`config.mk`:
```
export PLATFORM = sky130hd
export DESIGN_NAME = can_header_stuffed_run_timing
export DESIGN_NICKNAME = d
export VERILOG_FILES = /design/src/hw/rtl/chsrt_pkg.sv /design/src/hw/rtl/can_header_stuffed_run_timing.sv /design/src/hw/rtl/chsrt_ctrl.sv /design/src/hw/rtl/chsrt_dp.sv
export VERILOG_INCLUDE_DIRS = /design/src /design/src/hw/rtl
export SDC_FILE = /design/constraint.sdc
export NUM_CORES = 1
export LEC_CHECK = 0
export BUFFER_PORTS_ARGS = -buffer_cell sky130_fd_sc_hd__clkbuf_2
export CORE_MARGIN = 3
export CORE_UTILIZATION = 25
export DETAILED_ROUTE_END_ITERATION = 8
export HOLD_SLACK_MARGIN = 0.05
export PLACE_DENSITY = 0.43
export RECOVER_POWER = 25
export SETUP_SLACK_MARGIN = 0.15
export SLEW_MARGIN = 20
export SYNTH_ARGS = -nofsm -noshare
export SYNTH_HDL_FRONTEND = slang
export SYNTH_SLANG_ARGS = --single-unit
```
`constraint.sdc`:
```
create_clock -name clock -period 5.2 [get_ports clock]
set_input_delay 1.56 -clock clock [delete_from_list [all_inputs] [get_ports clock]]
set_output_delay 1.56 -clock clock [all_outputs]
set_load 0.005 [all_outputs]
```
`src/hw/rtl/assert_macros.svh`:
```
// ----------------------------------------------------------------------------
// assert_macros
// shared concurrent assertion macros, clocked on the rising edge and
// disabled while reset is high
// ----------------------------------------------------------------------------
`ifndef ASSERT_MACROS_SVH
`define ASSERT_MACROS_SVH

// condition holds at every edge
`define ASSERT_ALWAYS(lbl, clk, rst, cond) \
   lbl: assert property (@(posedge clk) disable iff (rst) (cond)) \
      else $error("assertion failed: condition violated");

// antecedent implies consequent in the same cycle
`define ASSERT_IMPL(lbl, clk, rst, ante, cons) \
   lbl: assert property (@(posedge clk) disable iff (rst) (ante) |-> (cons)) \
      else $error("assertion failed: same-cycle implication violated");

// antecedent implies consequent in the next cycle
`define ASSERT_NEXT(lbl, clk, rst, ante, cons) \
   lbl: assert property (@(posedge clk) disable iff (rst) (ante) |=> (cons)) \
      else $error("assertion failed: next-cycle implication violated");

`endif

```
`src/hw/rtl/chsrt_pkg.sv`:
```
// ----------------------------------------------------------------------------
// chsrt_pkg
// types and constants shared by the stuffed header run timing block
// ----------------------------------------------------------------------------
package chsrt_pkg;

   localparam int unsigned ID_W       = 11;
   localparam int unsigned DLC_W      = 4;
   localparam int unsigned TICKS_W    = 8;
   localparam int unsigned RUN_TICKS_W = 11;
   localparam int unsigned RUN_CNT_W  = 3;
   // header bits after the start bit: id, rtr, ide, r0, dlc
   localparam int unsigned HDR_TAIL_BITS = ID_W + 3 + DLC_W;
   localparam int unsigned LEFT_W     = 5;
   localparam logic [RUN_CNT_W-1:0] STUFF_RUN = 3'd5;
   localparam logic [TICKS_W-1:0]   TICKS_RESET = 8'd10;

   typedef enum logic {
      ST_IDLE,
      ST_RUN
   } state_type;

   typedef struct packed {
      logic load;
      logic step;
      logic flush;
   } cmd_type;

   typedef struct packed {
      logic hdr_done;
   } status_type;

endpackage

```
`src/hw/rtl/can_header_stuffed_run_timing.sv`:
```
// ----------------------------------------------------------------------------
// can_header_stuffed_run_timing
// builds a stuffed CAN 2.0A header and reports one timed result per run
// ----------------------------------------------------------------------------
// the first result is registered after start, once the first run ends; busy is
//   already low when the last result is strobed
// throughput: one stuffed bit per cycle through the shared run counter while
//   busy, plus load and flush steps; start is taken only while idle
// results are strobed for one cycle each; the receiver cannot stall
// reset: synchronous, clears the sequencer and strobe, ticks_per_bit = 10
`include "assert_macros.svh"

module can_header_stuffed_run_timing (
   input  logic                              clock,
   input  logic                              reset,
   input  logic                              start,
   output logic                              busy,
   input  logic [chsrt_pkg::ID_W-1:0]        req_frame_id,
   input  logic [chsrt_pkg::DLC_W-1:0]       req_length_code,
   input  logic                              req_remote_flag,
   input  logic                              req_extended_flag,
   input  logic                              csr_wr_en,
   input  logic [chsrt_pkg::TICKS_W-1:0]     csr_wr_data,
   output logic                              rsp_strobe,
   output logic [chsrt_pkg::RUN_TICKS_W-1:0] rsp_run_ticks,
   output logic                              rsp_run_level,
   output logic                              rsp_last_run
);

   chsrt_pkg::cmd_type    cmd;
   chsrt_pkg::status_type status;

   chsrt_ctrl u_ctrl (
      .clock  (clock),
      .reset  (reset),
      .start  (start),
      .status (status),
      .cmd    (cmd),
      .busy   (busy)
   );

   chsrt_dp u_dp (
      .clock             (clock),
      .reset             (reset),
      .cmd               (cmd),
      .status            (status),
      .req_frame_id      (req_frame_id),
      .req_length_code   (req_length_code),
      .req_remote_flag   (req_remote_flag),
      .req_extended_flag (req_extended_flag),
      .csr_wr_en         (csr_wr_en),
      .csr_wr_data       (csr_wr_data),
      .rsp_strobe        (rsp_strobe),
      .rsp_run_ticks     (rsp_run_ticks),
      .rsp_run_level     (rsp_run_level),
      .rsp_last_run      (rsp_last_run)
   );

   `ASSERT_NEXT(a_start_busy, clock, reset, start && !busy, busy)
   `ASSERT_NEXT(a_flush_last, clock, reset, cmd.flush, rsp_strobe && rsp_last_run)
   `ASSERT_IMPL(a_last_idle, clock, reset, rsp_strobe && rsp_last_run, !busy)

endmodule

```
`src/hw/rtl/chsrt_ctrl.sv`:
```
// ----------------------------------------------------------------------------
// chsrt_ctrl
// sequencer: loads a header, steps one stuffed bit a cycle, then flushes
// the final run
// ----------------------------------------------------------------------------
module chsrt_ctrl (
   input  logic                  clock,
   input  logic                  reset,
   input  logic                  start,
   input  chsrt_pkg::status_type status,
   output chsrt_pkg::cmd_type    cmd,
   output logic                  busy
);

   chsrt_pkg::state_type state_ff;
   chsrt_pkg::state_type state_in;

   always_ff @(posedge clock) begin
      if (reset) begin
         state_ff <= chsrt_pkg::ST_IDLE;
      end else begin
         state_ff <= state_in;
      end
   end

   always_comb begin
      state_in = state_ff;
      cmd      = '0;
      busy     = 1'b0;
      unique case (state_ff)
         chsrt_pkg::ST_IDLE: begin
            if (start) begin
               cmd.load = 1'b1;
               state_in = chsrt_pkg::ST_RUN;
            end
         end
         chsrt_pkg::ST_RUN: begin
            busy = 1'b1;
            if (status.hdr_done) begin
               cmd.flush = 1'b1;
               state_in  = chsrt_pkg::ST_IDLE;
            end else begin
               cmd.step = 1'b1;
            end
         end
         default: begin
            state_in = chsrt_pkg::ST_IDLE;
         end
      endcase
   end

endmodule

```
`src/hw/rtl/chsrt_dp.sv`:
```
// ----------------------------------------------------------------------------
// chsrt_dp
// header shift register, stuffing run counter, tick register and result
// output register
// ----------------------------------------------------------------------------
`include "assert_macros.svh"

module chsrt_dp (
   input  logic                                  clock,
   input  logic                                  reset,
   input  chsrt_pkg::cmd_type                    cmd,
   output chsrt_pkg::status_type                 status,
   input  logic [chsrt_pkg::ID_W-1:0]            req_frame_id,
   input  logic [chsrt_pkg::DLC_W-1:0]           req_length_code,
   input  logic                                  req_remote_flag,
   input  logic                                  req_extended_flag,
   input  logic                                  csr_wr_en,
   input  logic [chsrt_pkg::TICKS_W-1:0]         csr_wr_data,
   output logic                                  rsp_strobe,
   output logic [chsrt_pkg::RUN_TICKS_W-1:0]     rsp_run_ticks,
   output logic                                  rsp_run_level,
   output logic                                  rsp_last_run
);

   logic [chsrt_pkg::TICKS_W-1:0]       tpb_ff;
   logic [chsrt_pkg::HDR_TAIL_BITS-1:0] hdr_ff, hdr_in;
   logic [chsrt_pkg::LEFT_W-1:0]        left_ff, left_in;
   logic                                lvl_ff, lvl_in;
   logic [chsrt_pkg::RUN_CNT_W-1:0]     cnt_ff, cnt_in;
   logic                                strobe_ff, strobe_in;
   logic [chsrt_pkg::RUN_TICKS_W-1:0]   ticks_ff, ticks_in;
   logic                                level_ff, level_in;
   logic                                last_ff, last_in;
   logic                                stuff;
   logic                                next_bit;
   logic [chsrt_pkg::RUN_TICKS_W-1:0]   run_ticks;

   always_ff @(posedge clock) begin
      if (reset) begin
         tpb_ff <= chsrt_pkg::TICKS_RESET;
      end else if (csr_wr_en) begin
         tpb_ff <= csr_wr_data;
      end
   end

   assign stuff     = (cnt_ff == chsrt_pkg::STUFF_RUN);
   assign next_bit  = stuff ? ~lvl_ff : hdr_ff[chsrt_pkg::HDR_TAIL_BITS-1];
   assign run_ticks = chsrt_pkg::RUN_TICKS_W'(cnt_ff) * chsrt_pkg::RUN_TICKS_W'(tpb_ff);
   assign status.hdr_done = (left_ff == '0);

   always_comb begin
      hdr_in    = hdr_ff;
      left_in   = left_ff;
      lvl_in    = lvl_ff;
      cnt_in    = cnt_ff;
      strobe_in = 1'b0;
      ticks_in  = ticks_ff;
      level_in  = level_ff;
      last_in   = last_ff;
      priority if (cmd.load) begin
         // start bit is dominant and already counted as the first run bit
         hdr_in  = {req_frame_id, req_remote_flag, req_extended_flag, 1'b0,
                    req_length_code};
         left_in = chsrt_pkg::LEFT_W'(chsrt_pkg::HDR_TAIL_BITS);
         lvl_in  = 1'b0;
         cnt_in  = 3'd1;
      end else if (cmd.step) begin
         // a stuff bit is inserted without consuming a header bit
         if (!stuff) begin
            hdr_in  = {hdr_ff[chsrt_pkg::HDR_TAIL_BITS-2:0], 1'b0};
            left_in = left_ff - 5'd1;
         end
         if (next_bit == lvl_ff) begin
            cnt_in = cnt_ff + 3'd1;
         end else begin
            strobe_in = 1'b1;
            ticks_in  = run_ticks;
            level_in  = lvl_ff;
            last_in   = 1'b0;
            lvl_in    = next_bit;
            cnt_in    = 3'd1;
         end
      end else if (cmd.flush) begin
         strobe_in = 1'b1;
         ticks_in  = run_ticks;
         level_in  = lvl_ff;
         last_in   = 1'b1;
      end else begin
         // idle: header and run state hold
         hdr_in = hdr_ff;
      end
   end

   always_ff @(posedge clock) begin
      if (reset) begin
         left_ff   <= '0;
         cnt_ff    <= '0;
         lvl_ff    <= 1'b0;
         strobe_ff <= 1'b0;
      end else begin
         left_ff   <= left_in;
         cnt_ff    <= cnt_in;
         lvl_ff    <= lvl_in;
         strobe_ff <= strobe_in;
      end
   end

   always_ff @(posedge clock) begin
      hdr_ff   <= hdr_in;
      ticks_ff <= ticks_in;
      level_ff <= level_in;
      last_ff  <= last_in;
   end

   assign rsp_strobe    = strobe_ff;
   assign rsp_run_ticks = ticks_ff;
   assign rsp_run_level = level_ff;
   assign rsp_last_run  = last_ff;

   // stuffing keeps every run at five bits or fewer
   `ASSERT_ALWAYS(a_run_bounded, clock, reset, cnt_ff <= chsrt_pkg::STUFF_RUN)

endmodule
```
==> results of run 1 <==
Yosys cell counts:
| library cell | number |
|---|---|
| and2_1 | 7 |
| o21ai_0 | 3 |
| o31ai_1 | 1 |
| a221oi_1 | 1 |
| a21oi_1 | 14 |
| nor2b_1 | 6 |
| xnor2_1 | 6 |
| nand4_1 | 2 |
| or2_1 | 1 |
| or2_2 | 2 |
| fa_1 | 7 |
| or4b_4 | 1 |
| nand2_1 | 25 |
| buf_6 | 3 |
| o21ai_1 | 1 |
| nor3_1 | 4 |
| nand3b_1 | 1 |
| a22o_1 | 16 |
| a31oi_1 | 1 |
| edfxtp_1 | 30 |
| ha_1 | 13 |
| nor2_1 | 20 |
| xor2_1 | 3 |
| dfxtp_1 | 20 |
| inv_1 | 20 |
| clkbuf_1 | 8 |
| a211o_1 | 2 |
| a311oi_1 | 1 |
| and3_4 | 1 |
| a211oi_1 | 1 |
| nand2_2 | 1 |
| mux2i_1 | 7 |
| and3_1 | 1 |
worst reg2reg max path: stages (launching register included):
cell and delay, ns:
dfxtp_1 0.53, nand2_1 0.14, fa_1 0.62, inv_1 0.06, ha_1 0.28, a21oi_1 0.14
nor2b_1 0.08, a311oi_1 0.41, a21oi_1 0.14, xor2_1 0.16
per-stage QoR:
stage               hold slack, ns  std cells  worst slack [ns]  cell area (um^2)  total power [uW]
floorplan                    0.456        230              2.31              2520               561
global placement             0.480        397              2.15              2860               598
detailed placement           0.489        397              2.14              2860               599
CTS                          0.506        405              2.33              2990               928
global route                 0.523        405              2.10              2980               954
finish                       0.495        405              2.39              2980               911
worst paths after layout:
path | from | endpoint | slack (ns) | cells after the start
max | u_dp.cnt_ff[2] | u_dp.rsp_run_ticks[9] | 2.39 | 9
min | u_dp.left_ff[4] | u_dp.left_ff[4] | 0.49 | 2
max reg2reg | u_dp.cnt_ff[2] | u_dp.rsp_run_ticks[9] | 2.39 | 9
min reg2reg | u_dp.left_ff[4] | u_dp.left_ff[4] | 0.49 | 2
state kept, by name, indices dropped and copies added, names as in the netlist:
| name | flops |
|---|---|
| u_dp.tpb_ff | 8 |
| u_dp.rsp_run_level | 1 |
| u_dp.cnt_ff | 3 |
| u_dp.rsp_last_run | 1 |
| u_dp.rsp_run_ticks | 11 |
| u_dp.left_ff | 5 |
| u_ctrl.state_ff | 1 |
| u_dp.rsp_strobe | 1 |
| u_dp.lvl_ff | 1 |
| u_dp.hdr_ff | 18 |
per-layer routing:
metal  global-route usage, %  wire [um]  vias up  share of wire [%]
li1                        -          -      874                  -
met1                    11.9       2370      788                 49
met2                    14.8       2240       31                 46
met3                    2.19        196        6                4.0
met4                    2.47         56        0                1.2
met5                       0          0        -                  0
area by class of cell:
class / count / area share, %
Inverter: 20 / 2.52
Clock buffer: 5 / 2.31
Multi-Input combinational cell: 149 / 36.2
Tap cell: 133 / 5.59
Timing Repair Buffer: 45 / 7.56
Sequential cell: 50 / 43.7
Clock inverter: 3 / 2.14
where the power goes:
group	total, uW	switching [uW]	internal, uW
clock	326	135	191
sequential	483	20.2	462
combinational	103	57.1	45.9
total	911	212	699
placed cells by master, fill, tap and decap left out, drive strengths merged:
cell type	n
nand2	26
a211o	2
o31ai	1
a221oi	1
a31oi	1
inv	20
nor3	4
buf	1
bufinv	2
clkbuf	49
or2	3
or4b	1
a22o	16
o21ai	4
a311oi	1
xnor2	6
nand3b	1
mux2i	7
nor2	20
and3	2
dfxtp	20
edfxtp	30
a211oi	1
fa	7
clkinv	1
xor2	3
nor2b	6
and2	7
ha	13
a21oi	14
nand4	2
cell families after synthesis:
logic type,count (synthesis)
simple gates,72
flops,50
compound gates,41
buf+inv,31
fa+ha+maj,20
xor+xnor,9
mux,7
==> impl_metrics.env, run 1 <==
export IMPL_cts_root_buf="clkbuf_8"
export IMPL_die_h_um=106
export IMPL_dr_pass1_iters=4
export IMPL_setup_viol=0
export IMPL_gr_total_overflow=0
export IMPL_worst_pin_slew_ns=0.823
export IMPL_num_fill_cells=1022
export IMPL_critPathMaxStageDelay_ns=0.62
export IMPL_cp_common_cell="a21oi_1"
export IMPL_finalSetupTns_ns=0
export IMPL_post_synth_top_area_cell="edfxtp_1"
export IMPL_arrival_ns=2.87
export IMPL_dr_first_iter_drc_count=58
export IMPL_fp_dieW_um=106
export IMPL_placeableCoreArea_um2=9770
export IMPL_htreeDepth=2
export IMPL_synth_seq_cells=50
export IMPL_start_util_pct=25.8
export IMPL_cts_num_sinks=50
export IMPL_peakVddDrop_mv=0.136
export IMPL_crit_fanout=11
export IMPL_rsz0062_at_grt="no"
export IMPL_status="complete, no violations"
export IMPL_critPathKind="reg -> reg"
export IMPL_cp_required_ns=5.26
export IMPL_grt_pass1_wl_um=8140
export IMPL_avgSynthCellArea_um2=11.0
export IMPL_synth_compound_area_share_pct=11.3
export IMPL_maxCapViolCount=0
export IMPL_wirelength_um=4860
export IMPL_synthSimpleGateAreaFrac_pct=13.7
export IMPL_yosysSeqAreaShare_pct=51.5
export IMPL_vias_per_cell=4.20
export IMPL_synthTopCellsByArea="edfxtp_1 (36%), dfxtp_1 (16%), ha_1 (6.4%), a22o_1 (5.6%), fa_1 (5.6%)"
export IMPL_synth_nets=279
export IMPL_syn2layout_area_growth_pct=18.0
export IMPL_place_gp_congestion=0.662
export IMPL_synth_mux_area_share_pct=2.78
export IMPL_report_final_slew_viol_count=0
export IMPL_cts_buffers=5
export IMPL_ant_nets=0
export IMPL_nNetsFinal=320
export IMPL_via_count=1699
export IMPL_worstSetupEndpointType="flip-flop"
export IMPL_first_global_vias=1702
export IMPL_wl_per_cell_um=12.0
export IMPL_holdBufCountCts=0
export IMPL_slowest_stage="fa_1"
export IMPL_post_route_min_period_ns=2.81
export IMPL_syn_area_um2=2520
export IMPL_crit_buf_inv=1
export IMPL_multi_input_area_um2=1080
export IMPL_clk_pin_slew_ns=0.10
export IMPL_grt_max_degree=24
export IMPL_clock_latency_ns=0.30
export IMPL_cts_tree="built"
export IMPL_portBuffers=43
export IMPL_crit_path_start_kind="flip-flop"
export IMPL_regArea_um2=1300
export IMPL_yosysWarnings=0
export IMPL_dieArea_um2=11300
export IMPL_io_pins=44
export IMPL_slew_headroom_pct=45.1
export IMPL_crit_family="adder cells"
export IMPL_post_cts_setup_buffer_count=0
export IMPL_clock_fmax_mhz=356
export IMPL_synth_top_family_by_area="simple AND/OR/NAND/NOR gates"
export IMPL_fin_skew_ns=0.0122
export IMPL_cp_cell_sequence="nand2_1 > fa_1 > inv_1 > ha_1 > a21oi_1 > nor2b_1 > a311oi_1 > a21oi_1 > xor2_1"
export IMPL_drive_above_1_share_pct=19.5
export IMPL_num_antenna_cells=0
export IMPL_track_usage_pct=9.01
export IMPL_power_density_nw_per_um2=306
export IMPL_clockBufferDepth=2
export IMPL_cts_resized=0
export IMPL_synthXorXnorAreaFrac_pct=3.12
export IMPL_drc=0
export IMPL_synthCells=230
export IMPL_fp_row_count=36
export IMPL_synth_adder_area_share_pct=12.0
export IMPL_hold_viol=0
export IMPL_p_leak_uw=0.00126
export IMPL_hp_class="reg -> reg"
export IMPL_post_route_period_util_pct=54.0
export IMPL_antenna_found_initial=0
export IMPL_synth_top_area_share_pct=35.7
export IMPL_dp_hpwl_um=3570
export IMPL_fin_util_pct=30.5
export IMPL_yosysUniqueCellTypes=33
No activity file was read; power rests on OpenSTA's default activity.
==> run 2: changes to the inputs <==
==> constraint.sdc (replaced) <==
create_clock -name clock -period 2.7 [get_ports clock]
set_input_delay 0.81 -clock clock [delete_from_list [all_inputs] [get_ports clock]]
set_output_delay 0.81 -clock clock [all_outputs]
set_load 0.005 [all_outputs]
==> run 2 against run 1 <==
  * Utilization is 0.81 points higher
  * Sequential cell count stayed put
  * Non-clock buffer count is 7 higher
  * Hold slack worse by 0.0020 ns
  * Clock power is 62% higher
  * Setup slack worse by 2.1 ns
  * Total power is 83% higher
  * First-iteration DRC count is 6.9% lower
  * Via count is 1.6% higher
  * Die area stayed put
  * Global-route usage is 0.11 points higher
==> impl_metrics.env, run 2 (synthesis results as in run 1) <==
export IMPL_status="complete, no violations"
export IMPL_wl_per_cell_um=12.1
export IMPL_largest_register_ffs=18
export IMPL_holdBufCountCts=0
export IMPL_crit_fanout=4
export IMPL_num_fill_cells=1035
export IMPL_use_met3_pct=2.19
export IMPL_place_gp_congestion=0.660
export IMPL_slew_headroom_pct=33.4
export IMPL_ant_nets=0
export IMPL_endpoint="u_dp.rsp_run_ticks[9]"
export IMPL_fin_skew_ns=0.00888
export IMPL_min_from="u_dp.left_ff[4]"
export IMPL_portBuffers=43
export IMPL_dieArea_um2=11300
export IMPL_reg2reg_to="u_dp.rsp_run_ticks[9]"
export IMPL_reg2reg_setup_slack_ns=0.27
export IMPL_start_util_pct=25.8
export IMPL_reg2reg_from="u_dp.tpb_ff[3]"
export IMPL_wirelength_um=5000
export IMPL_top_usage_layer="met2"
export IMPL_clockBufferDepth=2
export IMPL_finalSetupTns_ns=0
export IMPL_cts_buffers=5
export IMPL_drive_above_1_share_pct=25.4
export IMPL_rsz0062_at_grt="yes"
export IMPL_vias_per_cell=4.19
export IMPL_cts_num_sinks=50
export IMPL_pre_cts_slack_ns=0.0320
export IMPL_layout_common_cells="clkbuf_2 (40), edfxtp_1 (30), nand2_1 (26), nor2_1 (20), inv_1 (19)"
export IMPL_arrival_ns=2.50
export IMPL_grt_use_met2_pct=15.6
export IMPL_fin_util_pct=31.3
export IMPL_dr_first_iter_drc_count=54
export IMPL_worstSetupEndpointType="flip-flop"
export IMPL_peakVddDrop_mv=0.234
export IMPL_syn2layout_area_growth_pct=21.1
export IMPL_placeableCoreArea_um2=9770
export IMPL_regArea_um2=1320
export IMPL_crit_buf_inv=1
export IMPL_critPathKind="reg -> reg"
export IMPL_design_area_um2=3060
export IMPL_cp_cell_sequence="nand2_1 > fa_1 > inv_1 > ha_1 > a21oi_1 > nor2_1 > a311oi_2 > a21oi_2 > xor2_1"
export IMPL_post_route_period_util_pct=90.2
export IMPL_cp_required_ns=2.76
export IMPL_num_antenna_cells=0
export IMPL_critPathMaxStageDelay_ns=0.54
export IMPL_multi_input_area_um2=1110
export IMPL_track_usage_pct=9.12
export IMPL_p_leak_uw=0.00128
export IMPL_clock_fmax_mhz=411
export IMPL_report_final_slew_viol_count=0
export IMPL_largest_register="u_dp.hdr_ff"
export IMPL_dpl_instance_area_um2=2920
export IMPL_maxCapViolCount=0
export IMPL_grt_pass1_wl_um=8250
export IMPL_antenna_found_initial=0
export IMPL_first_global_vias=1719
export IMPL_via_count=1727
export IMPL_cts_tree="built"
export IMPL_crit_family="adder cells"
export IMPL_hold_viol=0
export IMPL_dr_pass1_iters=4
export IMPL_fp_row_count=36
export IMPL_worst_pin_slew_ns=0.999
export IMPL_die_h_um=106
export IMPL_met1_usage_pct=11.6
export IMPL_layout_commonest_cell="clkbuf_2"
export IMPL_post_route_min_period_ns=2.43
export IMPL_power_density_nw_per_um2=545
export IMPL_nNetsFinal=327
export IMPL_hp_class="reg -> reg"
export IMPL_crit_cells=9
export IMPL_timing_final_ws_setup_ns=0.265
export IMPL_worstSetupStartpoint="u_dp.tpb_ff[3]"
export IMPL_drc=0
export IMPL_cts_root_buf="clkbuf_8"
export IMPL_gr_total_overflow=0
export IMPL_io_pins=44
export IMPL_reg2reg_depth=9
export IMPL_setup_viol=0
export IMPL_clock_latency_ns=0.30
export IMPL_grt_max_degree=24
export IMPL_crit_path_start_kind="flip-flop"
export IMPL_fp_dieW_um=106
export IMPL_slowest_stage="fa_1"
export IMPL_clk_pin_slew_ns=0.10
export IMPL_htreeDepth=2
export IMPL_power_uw=1670
export IMPL_dp_hpwl_um=3680
## run 2: metrics by stage
step / cells / hold WS (ns)
2_1_floorplan: 230 / 0.456
3_3_place_gp: 403 / 0.474
3_5_place_dp: 403 / 0.485
4_1_cts: 411 / 0.507
5_1_grt: 412 / 0.522
6_report: 412 / 0.493
## run 2: layer usage
metal | part of all wire (%) | routed length [um]
met2 | 49 | 2430
met3 | 4.1 | 207
met1 | 47 | 2340
met5 | 0 | 0
met4 | 0.34 | 17
## run 2: power by group
| group | switching [uW] | leakage (uW) | internal, uW |
|---|---|---|---|
| registers | 34.8 | 0.000461 | 889 |
| clock network | 251 | 0.0000514 | 277 |
| logic | 117 | 0.000765 | 99.1 |
## run 2: area by class of cell
class	instances	share of cell area (%)
clock inverters	2	1.23
well taps	133	5.44
inverters	20	2.45
flip-flops and latches	50	43.0
multi-input cells	149	36.2
repair buffers	52	9.29
clock buffers	6	2.37
## run 2: how the worst min path moves through the flow
stage	to	slack, ns	depth (start not counted)
finish	u_dp.left_ff[4]	0.49	2
global route	u_dp.left_ff[4]	0.52	2
CTS	u_dp.left_ff[4]	0.51	2
detailed placement	u_dp.left_ff[4]	0.48	2
global placement	u_dp.left_ff[4]	0.47	2
floorplan	u_dp.hdr_ff[4]	0.46	2
## run 2: repair_timing
item / CTS / global route
gates resized for setup: 5 / 13
pin swaps: 0 / 3
setup endpoints to repair: 4 / 5
buffers inserted: 0 / 1
## run 2: tightest hold or removal path, stage by stage, from the launching register on
cell     delay (ns)
dfxtp_1        0.33
a21oi_1        0.06
nor2_1         0.07
==> run 3: changes to the inputs <==
--- a/config.mk
+++ b/config.mk
@@ -17,4 +17,5 @@
 export SLEW_MARGIN = 20
 export SYNTH_ARGS = -nofsm -noshare
 export SYNTH_HDL_FRONTEND = slang
+export SYNTH_HIERARCHICAL = 1
 export SYNTH_SLANG_ARGS = --single-unit
==> run 3 against run 2 <==
  * Synthesized area rose by 4.7%
  * Register-to-register slack about the same
  * Utilization increased by 0.24 points
  * Total power is 7.6% higher
  * Critical endpoint is now u_dp/rsp_run_ticks[9]
==> impl_metrics.env, run 3 <==
export IMPL_status="complete, no violations"
export IMPL_num_antenna_cells=0
export IMPL_avgSynthCellArea_um2=9.93
export IMPL_largest_register_ffs=18
export IMPL_dr_pass1_iters=4
export IMPL_fp_dieW_um=109
export IMPL_cp_common_cell="a21oi_1"
export IMPL_synth_edf_count=30
export IMPL_report_final_slew_viol_count=0
export IMPL_portBuffers=43
export IMPL_layout_common_cells="nand2_1 (59), clkbuf_2 (38), edfxtp_1 (30), nor2_1 (22), inv_1 (20)"
export IMPL_cts_buffers=5
export IMPL_synthSimpleGateAreaFrac_pct=17.8
export IMPL_placeableCoreArea_um2=10000
export IMPL_num_fill_cells=1059
export IMPL_grt_pass1_wl_um=8310
export IMPL_yosysMostFrequentCell="nand2_1"
export IMPL_start_util_pct=26.3
export IMPL_syn2layout_area_growth_pct=19.8
export IMPL_via_count=1807
export IMPL_synth_nets=315
export IMPL_clock_latency_ns=0.31
export IMPL_crit_path_start_kind="flip-flop"
export IMPL_hold_viol=0
export IMPL_fp_row_count=36
export IMPL_ant_nets=0
export IMPL_synthCells=266
export IMPL_track_usage_pct=8.91
export IMPL_p_leak_uw=0.00133
export IMPL_syn_area_um2=2640
export IMPL_critPathKind="reg -> reg"
export IMPL_place_gp_congestion=0.744
export IMPL_layout_commonest_cell="nand2_1"
export IMPL_yosysUniqueCellTypes=37
export IMPL_die_h_um=109
export IMPL_wirelength_um=4880
export IMPL_yosysWarnings=6
export IMPL_cts_num_sinks=50
export IMPL_fin_skew_ns=0.00680
export IMPL_dr_first_iter_drc_count=70
export IMPL_maxCapViolCount=0
export IMPL_gr_total_overflow=0
export IMPL_synth_compound_area_share_pct=9.61
export IMPL_hp_class="reg -> reg"
export IMPL_multi_input_area_um2=1210
export IMPL_clk_pin_slew_ns=0.10
export IMPL_drc=0
export IMPL_dieArea_um2=11800
export IMPL_crit_cells=9
export IMPL_cp_required_ns=2.76
export IMPL_finalSetupTns_ns=0
export IMPL_yosysSeqAreaShare_pct=49.2
export IMPL_arrival_ns=2.51
export IMPL_wl_per_cell_um=10.9
export IMPL_clockBufferDepth=2
export IMPL_vias_per_cell=4.05
export IMPL_worstSetupEndpointType="flip-flop"
export IMPL_post_synth_top_area_cell="edfxtp_1"
export IMPL_grt_max_degree=35
export IMPL_post_route_period_util_pct=90.7
export IMPL_whs_path_depth=2
export IMPL_synth_top_flop_cell="edfxtp_1"
export IMPL_synth_seq_cells=50
export IMPL_synth_top_area_share_pct=34.1
export IMPL_worst_pin_slew_ns=1.13
export IMPL_setup_viol=0
export IMPL_power_density_nw_per_um2=566
export IMPL_antenna_found_initial=0
export IMPL_synth_top_family_by_area="simple AND/OR/NAND/NOR gates"
export IMPL_largest_register="u_dp/hdr_ff"
export IMPL_synth_mux_area_share_pct=2.27
export IMPL_synthXorXnorAreaFrac_pct=3.98
export IMPL_cp_cell_sequence="nand2_1 > fa_1 > inv_1 > ha_1 > a21oi_1 > nor2b_1 > a311oi_2 > a21oi_1 > xor2_1"
export IMPL_slowest_stage="fa_1"
export IMPL_regArea_um2=1310
export IMPL_critPathMaxStageDelay_ns=0.55
export IMPL_peakVddDrop_mv=0.255
export IMPL_holdBufCountCts=0
export IMPL_crit_family="adder cells"
export IMPL_nNetsFinal=361
export IMPL_dpl_instance_area_um2=3010
export IMPL_crit_fanout=7
export IMPL_design_area_um2=3170
export IMPL_synthTopCellsByArea="edfxtp_1 (34%), dfxtp_1 (15%), nand2_1 (8.4%), ha_1 (6.2%), fa_1 (5.3%)"
export IMPL_rsz0062_at_grt="yes"
export IMPL_first_global_vias=1788
export IMPL_io_pins=44
export IMPL_drive_above_1_share_pct=22.0
export IMPL_synth_adder_area_share_pct=11.5
export IMPL_post_route_min_period_ns=2.45
export IMPL_clock_fmax_mhz=408
export IMPL_ys_top_cells_by_count="nand2_1 (59), edfxtp_1 (30), nor2_1 (22), dfxtp_1 (20), inv_1 (19)"
export IMPL_crit_buf_inv=1
export IMPL_dp_hpwl_um=3700
export IMPL_cts_root_buf="clkbuf_8"
export IMPL_reg2reg_depth=9
export IMPL_async_flop_share_pct=0
export IMPL_slew_headroom_pct=24.6
export IMPL_cts_tree="built"
export IMPL_htreeDepth=2
run 3: layout make-up:
| class | instances | area share, % |
|---|---|---|
| Clock inverter | 3 | 2.17 |
| Sequential cell | 50 | 41.2 |
| Inverter | 20 | 2.37 |
| Clock buffer | 5 | 2.17 |
| Timing Repair Buffer | 52 | 8.65 |
| Tap cell | 133 | 5.25 |
| Multi-Input combinational cell | 183 | 38.1 |
run 3: worst min-delay path: stages, from the launching register on:
cell	delay, ns
dfxtp_1	0.33
nand2_1	0.05
a21oi_1	0.06
run 3: logic make-up after synthesis:
logic type / Yosys count
AO/OA/AOI/OAI: 41
XOR/XNOR: 12
adder cells (fa/ha/maj): 20
buffers and inverters: 33
flip-flops: 50
multiplexers: 6
AND/OR/NAND/NOR: 104
run 3: metrics by stage:
stage                     total power, uW  hold slack (ns)  setup WS (ns)  instances  utilization, %
after floorplan                      1110            0.437          0.152        266               -
after global placement               1190            0.445          0.117        437            30.0
after detailed placement             1190            0.463         0.0778        437            30.0
after CTS                            1840            0.479          0.134        445            31.4
after global routing                 1900            0.514          0.100        446            31.5
final                                1790            0.473          0.251        446            31.5
run 3: final timing paths:
| path | end | start | slack, ns |
|---|---|---|---|
| worst max-delay path | u_dp/rsp_run_ticks[9] | u_dp/cnt_ff[0] | 0.25 |
| worst min-delay path | u_dp/hdr_ff[4] | u_dp/hdr_ff[4] | 0.47 |
| worst max register to register | u_dp/rsp_run_ticks[9] | u_dp/cnt_ff[0] | 0.25 |
| worst min register to register | u_dp/hdr_ff[4] | u_dp/hdr_ff[4] | 0.47 |
run 3: power by group:
part	internal, uW	leakage [uW]	total (uW)	switching [uW]
clock	371	0.0000683	634	262
sequential	889	0.000459	922	33.1
combinational	101	0.000807	238	137
total	1360	0.00133	1790	433
run 3: metal layers:
metal / track usage [%] / vias to the layer above / share of wire, %
met5: 0 / - / 0
li1: - / 965 / -
met2: 13.0 / 39 / 41
met1: 11.8 / 794 / 49
met3: 3.32 / 9 / 7.2
met4: 3.97 / 0 / 2.0
run 3: what timing repair did:
item,in CTS,in global routing
pin swaps,0,6
gates cloned,0,0
endpoints found under the setup margin,3,3
resized for setup,2,8
buffers inserted,0,1
